`config.mk`:
```
export PLATFORM = sky130hd
export DESIGN_NAME = tx_wire_stream_parser_flat
export DESIGN_NICKNAME = d
export VERILOG_FILES = /design/src/txp_pkg.sv /design/src/txp_in_if.sv /design/src/txp_out_if.sv /design/src/txp_cfg.sv /design/src/txp_core.sv /design/src/tx_wire_stream_parser.sv /design/src/flat_wrapper.sv
export SDC_FILE = /design/constraint.sdc
export NUM_CORES = 2
export LEC_CHECK = 0
export BUFFER_PORTS_ARGS = -buffer_cell sky130_fd_sc_hd__buf_2
export CAP_MARGIN = 20
export CORE_ASPECT_RATIO = 1.4
export CORE_UTILIZATION = 57
export CTS_BUF_LIST = sky130_fd_sc_hd__clkbuf_2 sky130_fd_sc_hd__clkbuf_4 sky130_fd_sc_hd__clkbuf_8
export CTS_CLUSTER_DIAMETER = 30
export DETAILED_ROUTE_END_ITERATION = 16
export PLACE_DENSITY = 0.84
export SYNTH_ARGS = -nofsm -noshare
export SYNTH_HDL_FRONTEND = slang
export SYNTH_HIERARCHICAL = 1
export SYNTH_SLANG_ARGS = --single-unit
```
`constraint.sdc`:
```
create_clock -name clk_i -period 8 [get_ports clk_i]
set_input_delay 1.6 -clock clk_i [delete_from_list [all_inputs] [get_ports clk_i]]
set_output_delay 1.6 -clock clk_i [all_outputs]
set_load 0.05 [all_outputs]
```
`src/txp_pkg.sv`:
```
package txp_pkg;

  // Default width of decoded counts and lengths
  localparam int CountBitsDef = 32;

  // Register reset values
  localparam logic [31:0] MaxInputCountRst   = 32'd100000;
  localparam logic [31:0] MaxOutputCountRst  = 32'd100000;
  localparam logic [31:0] MaxScriptLengthRst = 32'd10000;

  // Register indexes (byte address / 4)
  localparam logic [1:0] REG_MAX_INPUT  = 2'd0;
  localparam logic [1:0] REG_MAX_OUTPUT = 2'd1;
  localparam logic [1:0] REG_MAX_SCRIPT = 2'd2;

  // Field kind codes
  localparam logic [4:0] KIND_VERSION  = 5'd0;
  localparam logic [4:0] KIND_MARKER   = 5'd1;
  localparam logic [4:0] KIND_FLAG     = 5'd2;
  localparam logic [4:0] KIND_INCOUNT  = 5'd3;
  localparam logic [4:0] KIND_TXID     = 5'd4;
  localparam logic [4:0] KIND_VOUT     = 5'd5;
  localparam logic [4:0] KIND_SIGLEN   = 5'd6;
  localparam logic [4:0] KIND_SIG      = 5'd7;
  localparam logic [4:0] KIND_SEQ      = 5'd8;
  localparam logic [4:0] KIND_OUTCOUNT = 5'd9;
  localparam logic [4:0] KIND_VALUE    = 5'd10;
  localparam logic [4:0] KIND_PKLEN    = 5'd11;
  localparam logic [4:0] KIND_PK       = 5'd12;
  localparam logic [4:0] KIND_WCOUNT   = 5'd13;
  localparam logic [4:0] KIND_WLEN     = 5'd14;
  localparam logic [4:0] KIND_WDATA    = 5'd15;
  localparam logic [4:0] KIND_LOCK     = 5'd16;
  localparam logic [4:0] KIND_NONE     = 5'd17;

  // Parse status codes
  localparam logic [2:0] ST_PARSING = 3'd0;
  localparam logic [2:0] ST_DONE    = 3'd1;
  localparam logic [2:0] ST_TRUNC   = 3'd2;
  localparam logic [2:0] ST_INVALID = 3'd3;
  localparam logic [2:0] ST_IGNORED = 3'd4;

  // Parser phase, one-hot
  typedef enum logic [16:0] {
    PH_VERSION  = 17'h00001,
    PH_AFTERVER = 17'h00002,
    PH_FLAG     = 17'h00004,
    PH_INCOUNT  = 17'h00008,
    PH_TXID     = 17'h00010,
    PH_VOUT     = 17'h00020,
    PH_SIGLEN   = 17'h00040,
    PH_SIG      = 17'h00080,
    PH_SEQ      = 17'h00100,
    PH_OUTCOUNT = 17'h00200,
    PH_VALUE    = 17'h00400,
    PH_PKLEN    = 17'h00800,
    PH_PK       = 17'h01000,
    PH_WCOUNT   = 17'h02000,
    PH_WLEN     = 17'h04000,
    PH_WDATA    = 17'h08000,
    PH_LOCK     = 17'h10000
  } txp_phase_e;

  typedef struct packed {
    logic [31:0] max_input_count;
    logic [31:0] max_output_count;
    logic [31:0] max_script_length;
  } txp_cfg_t;

  typedef struct packed {
    logic [4:0]  field_kind;
    logic [31:0] field_offset;
    logic [7:0]  byte_value;
    logic [31:0] input_number;
    logic [31:0] output_number;
    logic [2:0]  parse_status;
    logic        segwit_seen;
    logic        is_coinbase;
    logic [31:0] consumed_count;
    logic [33:0] tx_weight_units;
    logic [31:0] virtual_size;
  } txp_result_t;

  function automatic logic [4:0] phase_kind(txp_phase_e ph);
    logic [4:0] k;
    unique case (ph)
      PH_VERSION:  k = KIND_VERSION;
      PH_AFTERVER: k = KIND_MARKER;
      PH_FLAG:     k = KIND_FLAG;
      PH_INCOUNT:  k = KIND_INCOUNT;
      PH_TXID:     k = KIND_TXID;
      PH_VOUT:     k = KIND_VOUT;
      PH_SIGLEN:   k = KIND_SIGLEN;
      PH_SIG:      k = KIND_SIG;
      PH_SEQ:      k = KIND_SEQ;
      PH_OUTCOUNT: k = KIND_OUTCOUNT;
      PH_VALUE:    k = KIND_VALUE;
      PH_PKLEN:    k = KIND_PKLEN;
      PH_PK:       k = KIND_PK;
      PH_WCOUNT:   k = KIND_WCOUNT;
      PH_WLEN:     k = KIND_WLEN;
      PH_WDATA:    k = KIND_WDATA;
      PH_LOCK:     k = KIND_LOCK;
      default:     k = KIND_NONE;
    endcase
    return k;
  endfunction

  // Canonical compact-size encoding length of a value
  function automatic logic [3:0] canon_size(logic [63:0] v);
    logic [3:0] s;
    if (v < 64'd253) s = 4'd1;
    else if (v <= 64'h0000_0000_0000_ffff) s = 4'd3;
    else if (v <= 64'h0000_0000_ffff_ffff) s = 4'd5;
    else s = 4'd9;
    return s;
  endfunction

endpackage

```
`src/txp_in_if.sv`:
```
interface txp_in_if;
  logic       valid;
  logic       ready;
  logic [7:0] data_byte;
  logic       last_byte;

  modport source (output valid, output data_byte, output last_byte, input ready);
  modport sink   (input valid, input data_byte, input last_byte, output ready);
endinterface

```
`src/txp_out_if.sv`:
```
interface txp_out_if;
  logic        valid;
  logic        ready;
  logic [4:0]  field_kind;
  logic [31:0] field_offset;
  logic [7:0]  byte_value;
  logic [31:0] input_number;
  logic [31:0] output_number;
  logic [2:0]  parse_status;
  logic        segwit_seen;
  logic        is_coinbase;
  logic [31:0] consumed_count;
  logic [33:0] tx_weight_units;
  logic [31:0] virtual_size;

  modport source (
    output valid, input ready,
    output field_kind, output field_offset, output byte_value, output input_number,
    output output_number, output parse_status, output segwit_seen, output is_coinbase,
    output consumed_count, output tx_weight_units, output virtual_size
  );
  modport sink (
    input valid, output ready,
    input field_kind, input field_offset, input byte_value, input input_number,
    input output_number, input parse_status, input segwit_seen, input is_coinbase,
    input consumed_count, input tx_weight_units, input virtual_size
  );
endinterface

```
`src/txp_cfg.sv`:
```
module txp_cfg (
  input  logic              clk_i,
  input  logic              rst_ni,
  input  logic              psel,
  input  logic              penable,
  input  logic              pwrite,
  input  logic [3:0]        paddr,
  input  logic [31:0]       pwdata,
  output logic [31:0]       prdata,
  output logic              pready,
  output txp_pkg::txp_cfg_t cfg_o
);
  import txp_pkg::*;

  txp_cfg_t   cfg_q;
  logic       wr_en;
  logic [1:0] reg_idx;

  assign pready  = 1'b1;
  assign wr_en   = psel && penable && pwrite;
  assign reg_idx = paddr[3:2];

  // Register write, index past the list is dropped
  always_ff @(posedge clk_i or negedge rst_ni) begin
    if (!rst_ni) begin
      cfg_q.max_input_count   <= MaxInputCountRst;
      cfg_q.max_output_count  <= MaxOutputCountRst;
      cfg_q.max_script_length <= MaxScriptLengthRst;
    end else if (wr_en) begin
      unique case (reg_idx)
        REG_MAX_INPUT:  cfg_q.max_input_count   <= pwdata;
        REG_MAX_OUTPUT: cfg_q.max_output_count  <= pwdata;
        REG_MAX_SCRIPT: cfg_q.max_script_length <= pwdata;
        default: ;
      endcase
    end
  end

  // Read mux
  always_comb begin
    unique case (reg_idx)
      REG_MAX_INPUT:  prdata = cfg_q.max_input_count;
      REG_MAX_OUTPUT: prdata = cfg_q.max_output_count;
      REG_MAX_SCRIPT: prdata = cfg_q.max_script_length;
      default:        prdata = 32'd0;
    endcase
  end

  assign cfg_o = cfg_q;
endmodule

```
`src/txp_core.sv`:
```
module txp_core #(
  parameter int COUNT_BITS = txp_pkg::CountBitsDef
) (
  input  logic                 clk_i,
  input  logic                 rst_ni,
  input  logic                 step_i,
  input  logic [7:0]           data_byte_i,
  input  logic                 last_byte_i,
  input  txp_pkg::txp_cfg_t    cfg_i,
  output txp_pkg::txp_result_t res_o
);
  import txp_pkg::*;

  localparam int CW = COUNT_BITS;

  txp_phase_e    phase_q, phase_d, ph;
  logic [CW-1:0] fc_q, fc_d;
  logic [63:0]   acc_q, acc_d;
  logic [3:0]    vleft_q, vleft_d;
  logic [CW-1:0] items_q, items_d;
  logic [CW-1:0] witems_q, witems_d;
  logic [CW-1:0] intotal_q, intotal_d;
  logic [CW-1:0] cidx_q, cidx_d;
  logic          segwit_q, segwit_d;
  logic          anyw_q, anyw_d;
  logic          nullok_q, nullok_d;
  logic          fin_q, fin_d;
  logic [31:0]   bcount_q, bcount_d;
  logic [31:0]   wb_q, wb_d;
  logic [31:0]   base_q, base_d;

  // compact-size byte decode
  logic [64:0]   fc_w;
  logic [2:0]    vsh;
  logic [63:0]   vacc;
  logic [CW-1:0] vfc;
  logic [3:0]    vleft_n;
  logic          vdone;
  logic          too_wide;
  logic [31:0]   csz;

  logic [2:0]    verdict;
  logic          do_next_out, do_after_out, do_next_item, do_next_stack;
  logic [63:0]   off64, idx64;
  logic [33:0]   weight;
  logic [34:0]   weight_p3;

  assign fc_w  = 65'(fc_q) + 65'd1;
  assign vsh   = fc_q[2:0] - 3'd1;
  assign off64 = 64'(fc_q);
  assign idx64 = 64'(cidx_q);

  always_comb begin
    if (fc_q == '0) begin
      vfc = CW'(1);
      if (data_byte_i < 8'hfd) begin
        vacc    = 64'(data_byte_i);
        vleft_n = 4'd0;
        vdone   = 1'b1;
      end else begin
        vacc    = 64'd0;
        vleft_n = (data_byte_i == 8'hfd) ? 4'd2 : (data_byte_i == 8'hfe) ? 4'd4 : 4'd8;
        vdone   = 1'b0;
      end
    end else begin
      vfc     = fc_w[CW-1:0];
      vacc    = acc_q | (64'(data_byte_i) << {vsh, 3'b000});
      vleft_n = (vleft_q != 4'd0) ? vleft_q - 4'd1 : 4'd0;
      vdone   = (vleft_n == 4'd0);
    end
  end

  assign too_wide = (vacc >> CW) != 64'd0;
  assign csz      = 32'(canon_size(vacc));

  // Next state and result for one beat
  always_comb begin
    phase_d   = phase_q;
    fc_d      = fc_q;
    acc_d     = acc_q;
    vleft_d   = vleft_q;
    items_d   = items_q;
    witems_d  = witems_q;
    intotal_d = intotal_q;
    cidx_d    = cidx_q;
    segwit_d  = segwit_q;
    anyw_d    = anyw_q;
    nullok_d  = nullok_q;
    fin_d     = fin_q;
    bcount_d  = bcount_q;
    wb_d      = wb_q;
    base_d    = base_q;
    verdict   = ST_PARSING;
    do_next_out   = 1'b0;
    do_after_out  = 1'b0;
    do_next_item  = 1'b0;
    do_next_stack = 1'b0;
    weight    = 34'd0;
    weight_p3 = 35'd0;
    ph = (phase_q == PH_AFTERVER && data_byte_i != 8'h00) ? PH_INCOUNT : phase_q;

    res_o = '0;
    res_o.byte_value = data_byte_i;

    if (step_i && fin_q) begin
      res_o.field_kind   = KIND_NONE;
      res_o.parse_status = ST_IGNORED;
    end else if (step_i) begin
      bcount_d = bcount_q + 32'd1;
      if (ph == PH_INCOUNT) phase_d = PH_INCOUNT;

      unique case (ph)
        PH_VERSION: begin
          base_d = base_q + 32'd1;
          fc_d   = fc_w[CW-1:0];
          if (fc_w >= 65'd4) begin phase_d = PH_AFTERVER; fc_d = '0; end
        end
        PH_AFTERVER: begin
          if (last_byte_i) verdict = ST_INVALID;
          else begin phase_d = PH_FLAG; fc_d = '0; end
        end
        PH_FLAG: begin
          if (data_byte_i == 8'h01) begin
            segwit_d = 1'b1;
            phase_d  = PH_INCOUNT;
            fc_d     = '0;
          end else verdict = ST_INVALID;
        end
        PH_TXID: begin
          base_d = base_q + 32'd1;
          if (cidx_q == '0 && data_byte_i != 8'h00) nullok_d = 1'b0;
          fc_d = fc_w[CW-1:0];
          if (fc_w >= 65'd32) begin phase_d = PH_VOUT; fc_d = '0; end
        end
        PH_VOUT: begin
          base_d = base_q + 32'd1;
          if (cidx_q == '0 && data_byte_i != 8'hff) nullok_d = 1'b0;
          fc_d = fc_w[CW-1:0];
          if (fc_w >= 65'd4) begin phase_d = PH_SIGLEN; fc_d = '0; end
        end
        PH_SIG: begin
          base_d = base_q + 32'd1;
          fc_d   = fc_w[CW-1:0];
          if (fc_w >= {1'b0, acc_q}) begin phase_d = PH_SEQ; fc_d = '0; end
        end
        PH_SEQ: begin
          base_d = base_q + 32'd1;
          fc_d   = fc_w[CW-1:0];
          if (fc_w >= 65'd4) begin
            cidx_d  = cidx_q + CW'(1);
            items_d = items_q - CW'(1);
            fc_d    = '0;
            if (items_q == CW'(1)) begin cidx_d = '0; phase_d = PH_OUTCOUNT; end
            else phase_d = PH_TXID;
          end
        end
        PH_VALUE: begin
          base_d = base_q + 32'd1;
          fc_d   = fc_w[CW-1:0];
          if (fc_w >= 65'd8) begin phase_d = PH_PKLEN; fc_d = '0; end
        end
        PH_PK: begin
          base_d = base_q + 32'd1;
          fc_d   = fc_w[CW-1:0];
          if (fc_w >= {1'b0, acc_q}) do_next_out = 1'b1;
        end
        PH_WDATA: begin
          wb_d = wb_q + 32'd1;
          fc_d = fc_w[CW-1:0];
          if (fc_w >= {1'b0, acc_q}) do_next_item = 1'b1;
        end
        PH_LOCK: begin
          base_d = base_q + 32'd1;
          fc_d   = fc_w[CW-1:0];
          if (fc_w >= 65'd4) verdict = ST_DONE;
        end
        PH_INCOUNT, PH_SIGLEN, PH_OUTCOUNT, PH_PKLEN, PH_WCOUNT, PH_WLEN: begin
          fc_d    = vfc;
          acc_d   = vacc;
          vleft_d = vleft_n;
          if (vdone) begin
            if (ph == PH_WCOUNT || ph == PH_WLEN) wb_d = wb_q + csz;
            else base_d = base_q + csz;
            if (too_wide) verdict = ST_INVALID;
            else begin
              unique case (ph)
                PH_INCOUNT: begin
                  if (vacc > 64'(cfg_i.max_input_count) || (!segwit_q && vacc == 64'd0))
                    verdict = ST_INVALID;
                  else begin
                    intotal_d = vacc[CW-1:0];
                    items_d   = vacc[CW-1:0];
                    cidx_d    = '0;
                    fc_d      = '0;
                    phase_d   = (vacc == 64'd0) ? PH_OUTCOUNT : PH_TXID;
                  end
                end
                PH_SIGLEN, PH_PKLEN: begin
                  if (vacc > 64'(cfg_i.max_script_length)) verdict = ST_INVALID;
                  else if (vacc == 64'd0) begin
                    if (ph == PH_SIGLEN) begin phase_d = PH_SEQ; fc_d = '0; end
                    else do_next_out = 1'b1;
                  end else begin
                    phase_d = (ph == PH_SIGLEN) ? PH_SIG : PH_PK;
                    fc_d    = '0;
                  end
                end
                PH_OUTCOUNT: begin
                  if (vacc > 64'(cfg_i.max_output_count)) verdict = ST_INVALID;
                  else begin
                    items_d = vacc[CW-1:0];
                    cidx_d  = '0;
                    if (vacc == 64'd0) do_after_out = 1'b1;
                    else begin phase_d = PH_VALUE; fc_d = '0; end
                  end
                end
                PH_WCOUNT: begin
                  if (vacc == 64'd0) do_next_stack = 1'b1;
                  else begin
                    anyw_d   = 1'b1;
                    witems_d = vacc[CW-1:0];
                    phase_d  = PH_WLEN;
                    fc_d     = '0;
                  end
                end
                default: begin
                  if (vacc == 64'd0) do_next_item = 1'b1;
                  else begin phase_d = PH_WDATA; fc_d = '0; end
                end
              endcase
            end
          end
        end
        default: ;
      endcase

      // Shared item and stack advance
      if (do_next_out) begin
        cidx_d  = cidx_q + CW'(1);
        items_d = items_q - CW'(1);
        if (items_q == CW'(1)) do_after_out = 1'b1;
        else begin phase_d = PH_VALUE; fc_d = '0; end
      end
      if (do_after_out) begin
        cidx_d = '0;
        fc_d   = '0;
        if (segwit_q && intotal_q != '0) begin
          items_d = intotal_q;
          phase_d = PH_WCOUNT;
        end else phase_d = PH_LOCK;
      end
      if (do_next_item) begin
        witems_d = witems_q - CW'(1);
        if (witems_q == CW'(1)) do_next_stack = 1'b1;
        else begin phase_d = PH_WLEN; fc_d = '0; end
      end
      if (do_next_stack) begin
        cidx_d  = cidx_q + CW'(1);
        items_d = items_q - CW'(1);
        fc_d    = '0;
        phase_d = (items_q == CW'(1)) ? PH_LOCK : PH_WCOUNT;
      end

      // Result fields
      res_o.field_kind   = phase_kind(ph);
      res_o.field_offset = off64[31:0];
      if (ph == PH_TXID || ph == PH_VOUT || ph == PH_SIGLEN || ph == PH_SIG ||
          ph == PH_SEQ || ph == PH_WCOUNT || ph == PH_WLEN || ph == PH_WDATA)
        res_o.input_number = idx64[31:0];
      if (ph == PH_VALUE || ph == PH_PKLEN || ph == PH_PK)
        res_o.output_number = idx64[31:0];
      res_o.segwit_seen = segwit_d;

      // Sizes on the closing byte: weight = 4 * base + witness part
      if (verdict == ST_DONE) begin
        weight    = {base_d, 2'b00} + ((segwit_q && anyw_q) ? 34'(wb_q) + 34'd2 : 34'd0);
        weight_p3 = 35'(weight) + 35'd3;
        res_o.is_coinbase     = (intotal_q == CW'(1)) && nullok_q;
        res_o.consumed_count  = bcount_d;
        res_o.tx_weight_units = weight;
        res_o.virtual_size    = weight_p3[33:2];
      end

      res_o.parse_status = (verdict != ST_PARSING) ? verdict :
                           (last_byte_i ? ST_TRUNC : ST_PARSING);
      if (!last_byte_i && verdict != ST_PARSING) fin_d = 1'b1;
    end

    // Buffer end rearms for the next transaction
    if (step_i && last_byte_i) begin
      phase_d   = PH_VERSION;
      fc_d      = '0;
      acc_d     = 64'd0;
      vleft_d   = 4'd0;
      items_d   = '0;
      witems_d  = '0;
      intotal_d = '0;
      cidx_d    = '0;
      segwit_d  = 1'b0;
      anyw_d    = 1'b0;
      nullok_d  = 1'b1;
      fin_d     = 1'b0;
      bcount_d  = 32'd0;
      wb_d      = 32'd0;
      base_d    = 32'd0;
    end
  end

  always_ff @(posedge clk_i or negedge rst_ni) begin
    if (!rst_ni) begin
      phase_q   <= PH_VERSION;
      fc_q      <= '0;
      acc_q     <= 64'd0;
      vleft_q   <= 4'd0;
      items_q   <= '0;
      witems_q  <= '0;
      intotal_q <= '0;
      cidx_q    <= '0;
      segwit_q  <= 1'b0;
      anyw_q    <= 1'b0;
      nullok_q  <= 1'b1;
      fin_q     <= 1'b0;
      bcount_q  <= 32'd0;
      wb_q      <= 32'd0;
      base_q    <= 32'd0;
    end else if (step_i) begin
      phase_q   <= phase_d;
      fc_q      <= fc_d;
      acc_q     <= acc_d;
      vleft_q   <= vleft_d;
      items_q   <= items_d;
      witems_q  <= witems_d;
      intotal_q <= intotal_d;
      cidx_q    <= cidx_d;
      segwit_q  <= segwit_d;
      anyw_q    <= anyw_d;
      nullok_q  <= nullok_d;
      fin_q     <= fin_d;
      bcount_q  <= bcount_d;
      wb_q      <= wb_d;
      base_q    <= base_d;
    end
  end
endmodule

```
`src/tx_wire_stream_parser.sv`:
```
// Byte-serial transaction parser.
// in_if carries one buffer byte per beat plus last_byte marking the buffer end.
// out_if returns one beat per input byte: field kind, offset in the field,
// the byte itself, input/output index and parse status; the closing locktime
// byte also carries consumed bytes, weight, virtual size and the coinbase flag.
// The result of a byte is on out_if in the cycle after its input beat.
// Throughput: one byte per cycle; the phase update is a single pass of logic
// between the parse state registers and the result register.
// The result register decouples the sides: a byte is taken while the previous
// result is being accepted. When out_if stalls, in_if.ready drops and the held
// result stays until taken.
// The APB port holds the input count, output count and script length limits
// at byte addresses 0x0, 0x4 and 0x8; write them only while the block is idle.
// Reset (rst_ni low) returns the parser to the version field, empties the
// result register and restores the limits. After done or an error, bytes are
// ignored until the one carrying last_byte, which rearms the parser.
module tx_wire_stream_parser #(
  parameter int COUNT_BITS = txp_pkg::CountBitsDef
) (
  input  logic        clk_i,
  input  logic        rst_ni,
  txp_in_if.sink      in_if,
  txp_out_if.source   out_if,
  input  logic        psel,
  input  logic        penable,
  input  logic        pwrite,
  input  logic [3:0]  paddr,
  input  logic [31:0] pwdata,
  output logic [31:0] prdata,
  output logic        pready
);
  import txp_pkg::*;

  txp_cfg_t    cfg;
  txp_result_t res;
  txp_result_t result_q;
  logic        out_valid_q;
  logic        step;

  txp_cfg u_cfg (
    .clk_i   (clk_i),
    .rst_ni  (rst_ni),
    .psel    (psel),
    .penable (penable),
    .pwrite  (pwrite),
    .paddr   (paddr),
    .pwdata  (pwdata),
    .prdata  (prdata),
    .pready  (pready),
    .cfg_o   (cfg)
  );

  // Take a beat when the result register is free or draining
  assign in_if.ready = !out_valid_q || out_if.ready;
  assign step        = in_if.valid && in_if.ready;

  txp_core #(.COUNT_BITS(COUNT_BITS)) u_core (
    .clk_i       (clk_i),
    .rst_ni      (rst_ni),
    .step_i      (step),
    .data_byte_i (in_if.data_byte),
    .last_byte_i (in_if.last_byte),
    .cfg_i       (cfg),
    .res_o       (res)
  );

  // Result register
  always_ff @(posedge clk_i or negedge rst_ni) begin
    if (!rst_ni) begin
      out_valid_q <= 1'b0;
    end else if (step) begin
      out_valid_q <= 1'b1;
    end else if (out_if.ready) begin
      out_valid_q <= 1'b0;
    end
  end

  always_ff @(posedge clk_i) begin
    if (step) result_q <= res;
  end

  assign out_if.valid           = out_valid_q;
  assign out_if.field_kind      = result_q.field_kind;
  assign out_if.field_offset    = result_q.field_offset;
  assign out_if.byte_value      = result_q.byte_value;
  assign out_if.input_number    = result_q.input_number;
  assign out_if.output_number   = result_q.output_number;
  assign out_if.parse_status    = result_q.parse_status;
  assign out_if.segwit_seen     = result_q.segwit_seen;
  assign out_if.is_coinbase     = result_q.is_coinbase;
  assign out_if.consumed_count  = result_q.consumed_count;
  assign out_if.tx_weight_units = result_q.tx_weight_units;
  assign out_if.virtual_size    = result_q.virtual_size;

`ifndef SYNTHESIS
  a_stall_blocks_input: assert property (@(posedge clk_i) disable iff (!rst_ni)
    (out_valid_q && !out_if.ready) |-> !in_if.ready)
    else $error("input taken while result stalled");

  a_beat_gives_result: assert property (@(posedge clk_i) disable iff (!rst_ni)
    step |=> out_valid_q)
    else $error("accepted beat produced no result");

  a_done_on_locktime: assert property (@(posedge clk_i) disable iff (!rst_ni)
    (out_valid_q && result_q.parse_status == ST_DONE) |-> result_q.field_kind == KIND_LOCK)
    else $error("done reported outside locktime");

  a_ignored_is_blank: assert property (@(posedge clk_i) disable iff (!rst_ni)
    (out_valid_q && result_q.parse_status == ST_IGNORED) |->
      (result_q.field_kind == KIND_NONE && result_q.consumed_count == 32'd0))
    else $error("ignored beat carries field data");
`endif
endmodule

```
`src/flat_wrapper.sv`:
```
// flat-port wrapper written by rule: the top's interface ports become plain ports
module tx_wire_stream_parser_flat import txp_pkg::*;
#(
  parameter int COUNT_BITS = txp_pkg::CountBitsDef
)
  (clk_i, rst_ni, psel, penable, pwrite, paddr, pwdata, prdata, pready, in_if_valid, in_if_data_byte, in_if_last_byte, in_if_ready, out_if_valid, out_if_ready, out_if_field_kind, out_if_field_offset, out_if_byte_value, out_if_input_number, out_if_output_number, out_if_parse_status, out_if_segwit_seen, out_if_is_coinbase, out_if_consumed_count, out_if_tx_weight_units, out_if_virtual_size);
  txp_in_if in_if_i ();
  txp_out_if out_if_i ();
  input  logic clk_i;
  input  logic rst_ni;
  input  logic psel;
  input  logic penable;
  input  logic pwrite;
  input  logic [3:0] paddr;
  input  logic [31:0] pwdata;
  output logic [31:0] prdata;
  output logic pready;
  input wire logic [$bits(in_if_i.valid)-1:0] in_if_valid;
  input wire logic [$bits(in_if_i.data_byte)-1:0] in_if_data_byte;
  input wire logic [$bits(in_if_i.last_byte)-1:0] in_if_last_byte;
  output wire logic [$bits(in_if_i.ready)-1:0] in_if_ready;
  output wire logic [$bits(out_if_i.valid)-1:0] out_if_valid;
  input wire logic [$bits(out_if_i.ready)-1:0] out_if_ready;
  output wire logic [$bits(out_if_i.field_kind)-1:0] out_if_field_kind;
  output wire logic [$bits(out_if_i.field_offset)-1:0] out_if_field_offset;
  output wire logic [$bits(out_if_i.byte_value)-1:0] out_if_byte_value;
  output wire logic [$bits(out_if_i.input_number)-1:0] out_if_input_number;
  output wire logic [$bits(out_if_i.output_number)-1:0] out_if_output_number;
  output wire logic [$bits(out_if_i.parse_status)-1:0] out_if_parse_status;
  output wire logic [$bits(out_if_i.segwit_seen)-1:0] out_if_segwit_seen;
  output wire logic [$bits(out_if_i.is_coinbase)-1:0] out_if_is_coinbase;
  output wire logic [$bits(out_if_i.consumed_count)-1:0] out_if_consumed_count;
  output wire logic [$bits(out_if_i.tx_weight_units)-1:0] out_if_tx_weight_units;
  output wire logic [$bits(out_if_i.virtual_size)-1:0] out_if_virtual_size;
  assign in_if_i.valid = in_if_valid;
  assign in_if_i.data_byte = in_if_data_byte;
  assign in_if_i.last_byte = in_if_last_byte;
  assign in_if_ready = in_if_i.ready;
  assign out_if_valid = out_if_i.valid;
  assign out_if_i.ready = out_if_ready;
  assign out_if_field_kind = out_if_i.field_kind;
  assign out_if_field_offset = out_if_i.field_offset;
  assign out_if_byte_value = out_if_i.byte_value;
  assign out_if_input_number = out_if_i.input_number;
  assign out_if_output_number = out_if_i.output_number;
  assign out_if_parse_status = out_if_i.parse_status;
  assign out_if_segwit_seen = out_if_i.segwit_seen;
  assign out_if_is_coinbase = out_if_i.is_coinbase;
  assign out_if_consumed_count = out_if_i.consumed_count;
  assign out_if_tx_weight_units = out_if_i.tx_weight_units;
  assign out_if_virtual_size = out_if_i.virtual_size;
  tx_wire_stream_parser #(.COUNT_BITS(COUNT_BITS)) u_core (.clk_i(clk_i), .rst_ni(rst_ni), .in_if(in_if_i), .out_if(out_if_i), .psel(psel), .penable(penable), .pwrite(pwrite), .paddr(paddr), .pwdata(pwdata), .prdata(prdata), .pready(pready));
endmodule
```
==> summary by stage <==
Clock network
In this run the number of H-tree levels came out at 3. The clock net sink count is 654. The latest clock arrival within the worst-skew pair is 0.82 ns. The tree is rooted in a sky130_fd_sc_hd__clkbuf_8. The largest buffer count on any clock path is 3. The CTS tree is yes.

Clock-pin slew was measured on the worst setup and hold paths at approximately 0.070 ns. The total CTS buffers is 113.

Routing
Dividing the detail-routed wire length by the instance count gives about 22 um. The DRC marker count from the first detailed-route iteration is slightly below 4000. After detailed routing, the number of remaining DRC violations is 0. The first TritonRoute pass finished after 8 iterations. Once detail routing completed, the nets flagged for antenna violations numbered 0.

For this block, the via count after detailed routing is 38000. The per-cell via count in the routed design is ~6.4. For this block, the routed nets add up to 129000 um of wire.

Job
The max-capacitance violation count is 0.

Yosys
The cell area after synthesis is 0.0405 mm2. The share of the yosys chip area belonging to registers is 43.0%. The number of synthesized flops with an enable pin is between 200 and 250. The number of flip-flops and latches in the synthesized netlist is 654. Summed over its instances, the top area cell type makes up between 20% and 30% of the synthesized netlist area. The per-instance average area after synthesis is 9.15 um2.

The count of yosys warnings during synthesis is 6. By area the synthesized netlist is led by sky130_fd_sc_hd__dfrtp_1, sky130_fd_sc_hd__edfxtp_1, sky130_fd_sc_hd__ha_1. The net count of the mapped netlist is 4657. The async set-reset flop share out of synthesis is approximately two thirds. The commonest register cell after synthesis is sky130_fd_sc_hd__dfrtp_1. Of all cell types, the one taking the most synthesized area is sky130_fd_sc_hd__dfrtp_1. In this run, distinct cell masters in the synthesized netlist total 116. The cell count after synthesis is 4428.

Global routing
The overall global routing resource usage is 35.4%. The overflow left after global routing is 0. The largest net degree at the start of global routing is 157.

The via count of the first global-routing pass was 36900. The number of antenna violations at the first check in global routing is 4. The first global-routing pass estimated 200000 um of wire.

Worst setup path
The path type of the worst setup path is input pin to flip-flop. The launch instance of the worst register-to-register path is u_core/u_core/fc_q[23]. In this design, the critical path's most frequently occurring cell is sky130_fd_sc_hd__buf_4. The critical path capture point type is a flip-flop. The beginning of the critical path is in_if_data_byte[5]. STA classifies the critical path startpoint as an input pin. The standard cell with the maximum stage delay on the critical path is sky130_fd_sc_hd__nor4_2. STA puts the critical path data required time at about 8.5 ns. The largest incremental delay on the critical path is 0.55 ns.

STA puts the critical path data arrival time at 8.26 ns. In this run the worst path has a maximum fanout of 4.

Placement
The placed wire-length estimate is 91100 um. The number of port buffers is 295. The number of placed cells counting well taps is approximately 5700. Before CTS, the worst setup slack after placement is -0.790 ns. The congestion estimate from routability-driven global placement came to 1.02.

Floorplanning
The height of the die is 318 um. After floorplanning, the core was sized to cover between 0.07 and 0.08 mm2. The initial cell density of the core is 57.6%.

299 I/O pins were placed. The die covers 0.0722 mm2. The horizontal extent of the die is 227 um. After floorplanning, the core was divided into roughly 120 placement rows.

Timing
The part of the cycle the worst path needs is 96.8%. The maximum clock rate is 129 MHz. The worst slack on hold paths is 0.487 ns.

The count of final setup violators is 0. The clock arrives with 0.0722 ns of skew. The max-slew violation total from the final report was 0. The time the final worst path needs with I/O delays and setup is just under 8 ns. The worst-case setup margin in the final layout is between 0.2 and 0.3 ns. Headroom to the max-slew limit came out at 28.8%. The final count of hold timing violations came to 0. The pin slew with the least headroom to its limit is 1.07 ns.

Layout
The net count reported at finish is just over 5000. The area growth from synthesis to layout is 17.5%. Fill cells in the final layout number 5383. The fraction of layout instances using a drive strength above 1 is a little over a fifth. The fraction of the core area covered by cells at the end of the flow is 67.7%. For this run, the number of standard cells in the final layout without fillers is slightly below 6000. The register area is about 0.017 mm2. The multi-input combinational cells in the finished layout cover a total of 0.0216 mm2.

Min path
The worst hold path begins at u_core/u_core/cidx_q[15]. The class of the tightest hold or removal check is flip-flop to flip-flop.

Power
The internal power of the cells totals 6.57 mW. The part of the total power dissipated in the clock network is 35.4%. For this design the static power due to leakage is around 21 nW. Across the VDD grid, the largest voltage drop is 0.222 mV. The sequential share of power is between 30% and 40%. The areal power density over the cells is between 200 and 250 mW/mm2. The switching share of power is 35.1%. The power spent charging and discharging nets is 3.54 mW. The combinational fraction of design power is 26.4%.

Outcome
The run finished with clean final reports.
[Yosys cell counts, types with 20 or more instances]
cell type	instances
sky130_fd_sc_hd__o211ai_1	65
sky130_fd_sc_hd__xnor2_1	105
sky130_fd_sc_hd__o21ai_0	347
sky130_fd_sc_hd__a31oi_1	41
sky130_fd_sc_hd__a21o_1	43
sky130_fd_sc_hd__nor2_1	445
sky130_fd_sc_hd__mux2i_1	43
sky130_fd_sc_hd__edfxtp_1	212
sky130_fd_sc_hd__inv_1	204
sky130_fd_sc_hd__ha_1	174
sky130_fd_sc_hd__or3_1	56
sky130_fd_sc_hd__xor2_1	87
sky130_fd_sc_hd__a22o_1	38
sky130_fd_sc_hd__nand2b_1	25
sky130_fd_sc_hd__dfrtp_1	423
sky130_fd_sc_hd__nor2b_1	26
sky130_fd_sc_hd__and2_1	85
sky130_fd_sc_hd__nor4_1	84
sky130_fd_sc_hd__and4_1	20
sky130_fd_sc_hd__o31ai_1	98
sky130_fd_sc_hd__a21oi_1	253
sky130_fd_sc_hd__mux2_2	67
sky130_fd_sc_hd__nand4_1	72
sky130_fd_sc_hd__buf_2	45
sky130_fd_sc_hd__clkbuf_1	171
sky130_fd_sc_hd__nor3_1	116
sky130_fd_sc_hd__nand2_1	411
sky130_fd_sc_hd__a22oi_1	25
sky130_fd_sc_hd__a211oi_1	34
sky130_fd_sc_hd__and3_1	100
sky130_fd_sc_hd__mux2_4	31
sky130_fd_sc_hd__or2_2	33
sky130_fd_sc_hd__nand3_1	117
[power groups by stage]
stage | Sequential, mW | Clock [mW] | Combinational (mW)
finish | 3.86 | 3.58 | 2.67
global route | 3.88 | 3.78 | 2.83
CTS | 3.85 | 3.62 | 2.56
detailed placement | 3.91 | 0 | 2.53
global placement | 3.90 | 0 | 2.48
floorplan | 4.02 | 0 | 1.51
[registers in the layout, indices dropped and copies added (netlist names), 8 cells and up]
name,flops
u_core/u_cfg/cfg_o,96
u_core/u_core/acc_q,64
u_core/out_if.tx_weight_units,34
u_core/out_if.consumed_count,32
u_core/out_if.field_offset,32
u_core/out_if.input_number,32
u_core/out_if.output_number,32
u_core/out_if.virtual_size,32
u_core/u_core/base_q,32
u_core/u_core/bcount_q,32
u_core/u_core/cidx_q,32
u_core/u_core/fc_q,32
u_core/u_core/intotal_q,32
u_core/u_core/items_q,32
u_core/u_core/wb_q,32
u_core/u_core/witems_q,32
u_core/u_core/phase_q,17
u_core/out_if.byte_value,8
[cell families (layout without fill, tap and decap cells)]
family / Yosys count / in the layout / share of synthesized area (%)
XOR/XNOR: 192 / 192 / 4.15
multiplexers: 143 / 143 / 4.13
adder cells (fa/ha/maj): 177 / 177 / 5.52
other: 1 / 4 / 0.00925
buffers and inverters: 448 / 1036 / 4.51
AND/OR/NAND/NOR: 1689 / 1689 / 20.9
AO/OA/AOI/OAI: 1124 / 1124 / 17.7
flip-flops: 654 / 654 / 43.0
[placed cells by master, fill, tap and decap left out, drive strengths merged, types with 100 or more instances in the layout]
cell and count:
nor3 119, and3 100, o21ai 360, ha 174
clkbuf 147, edfxtp 212, nor2 446, mux2 100
inv 220, xnor2 105, nand2 415, nand3 120
dfrtp 423, buf 616, a21oi 255, o31ai 100
[stage by stage]
| stage | power [mW] | setup TNS (ns) | cell area [um2] |
|---|---|---|---|
| 6_report | 10.1 | 0 | 47600 |
| 5_1_grt | 10.5 | -0.0887 | 47600 |
| 4_1_cts | 10.0 | 0 | 47400 |
| 3_5_place_dp | 6.44 | -9.12 | 44700 |
| 3_3_place_gp | 6.38 | -5.85 | 44700 |
| 2_1_floorplan | 5.53 | 0 | 40700 |
[worst paths after layout]
check                                                       to  slack, ns  cells after the start
worst max register to register  u_core/out_if.virtual_size[29]       0.37                     33
min in group asynchronous                u_core/u_cfg/cfg_o[3]       0.84                      1
worst max-delay path            u_core/out_if.virtual_size[29]       0.25                     33
worst min-delay path                  u_core/u_core/cidx_q[15]       0.49                      1
worst min register to register        u_core/u_core/cidx_q[15]       0.49                      1
max in group asynchronous             u_core/u_core/cidx_q[30]       5.61                      2
[worst max-delay path: cells and delay by family]
kind            cells  cell delay (ns)
simple gates       11             2.11
fa+ha+maj           2             0.53
compound gates     12             2.81
buf+inv             6             0.86
xor+xnor            2             0.34
[per-layer routing]
metal | track usage, % | part of all wire, % | vias to the layer above
li1 | - | - | 17200
met1 | 40.6 | 35 | 17900
met2 | 58.3 | 48 | 2231
met3 | 7.64 | 9.0 | 674
met4 | 24.8 | 7.9 | 2
met5 | 0 | 0.014 | -
[layout make-up]
cell class / instances / area share [%]
Multi-Input combinational cell: 3326 / 45.4
Timing Repair Buffer: 616 / 8.28
Inverter: 205 / 1.62
Antenna cell: 3 / 0.0158
Clock inverter: 68 / 1.74
Sequential cell: 654 / 36.6
Tap cell: 936 / 2.46
Clock buffer: 147 / 3.91
[what timing repair did]
item	in CTS	in global routing
setup endpoints to repair	0	15
hold buffers	0	0
buffers inserted	0	8
gates resized for setup	0	44
No activity file was read; power rests on OpenSTA's default activity.
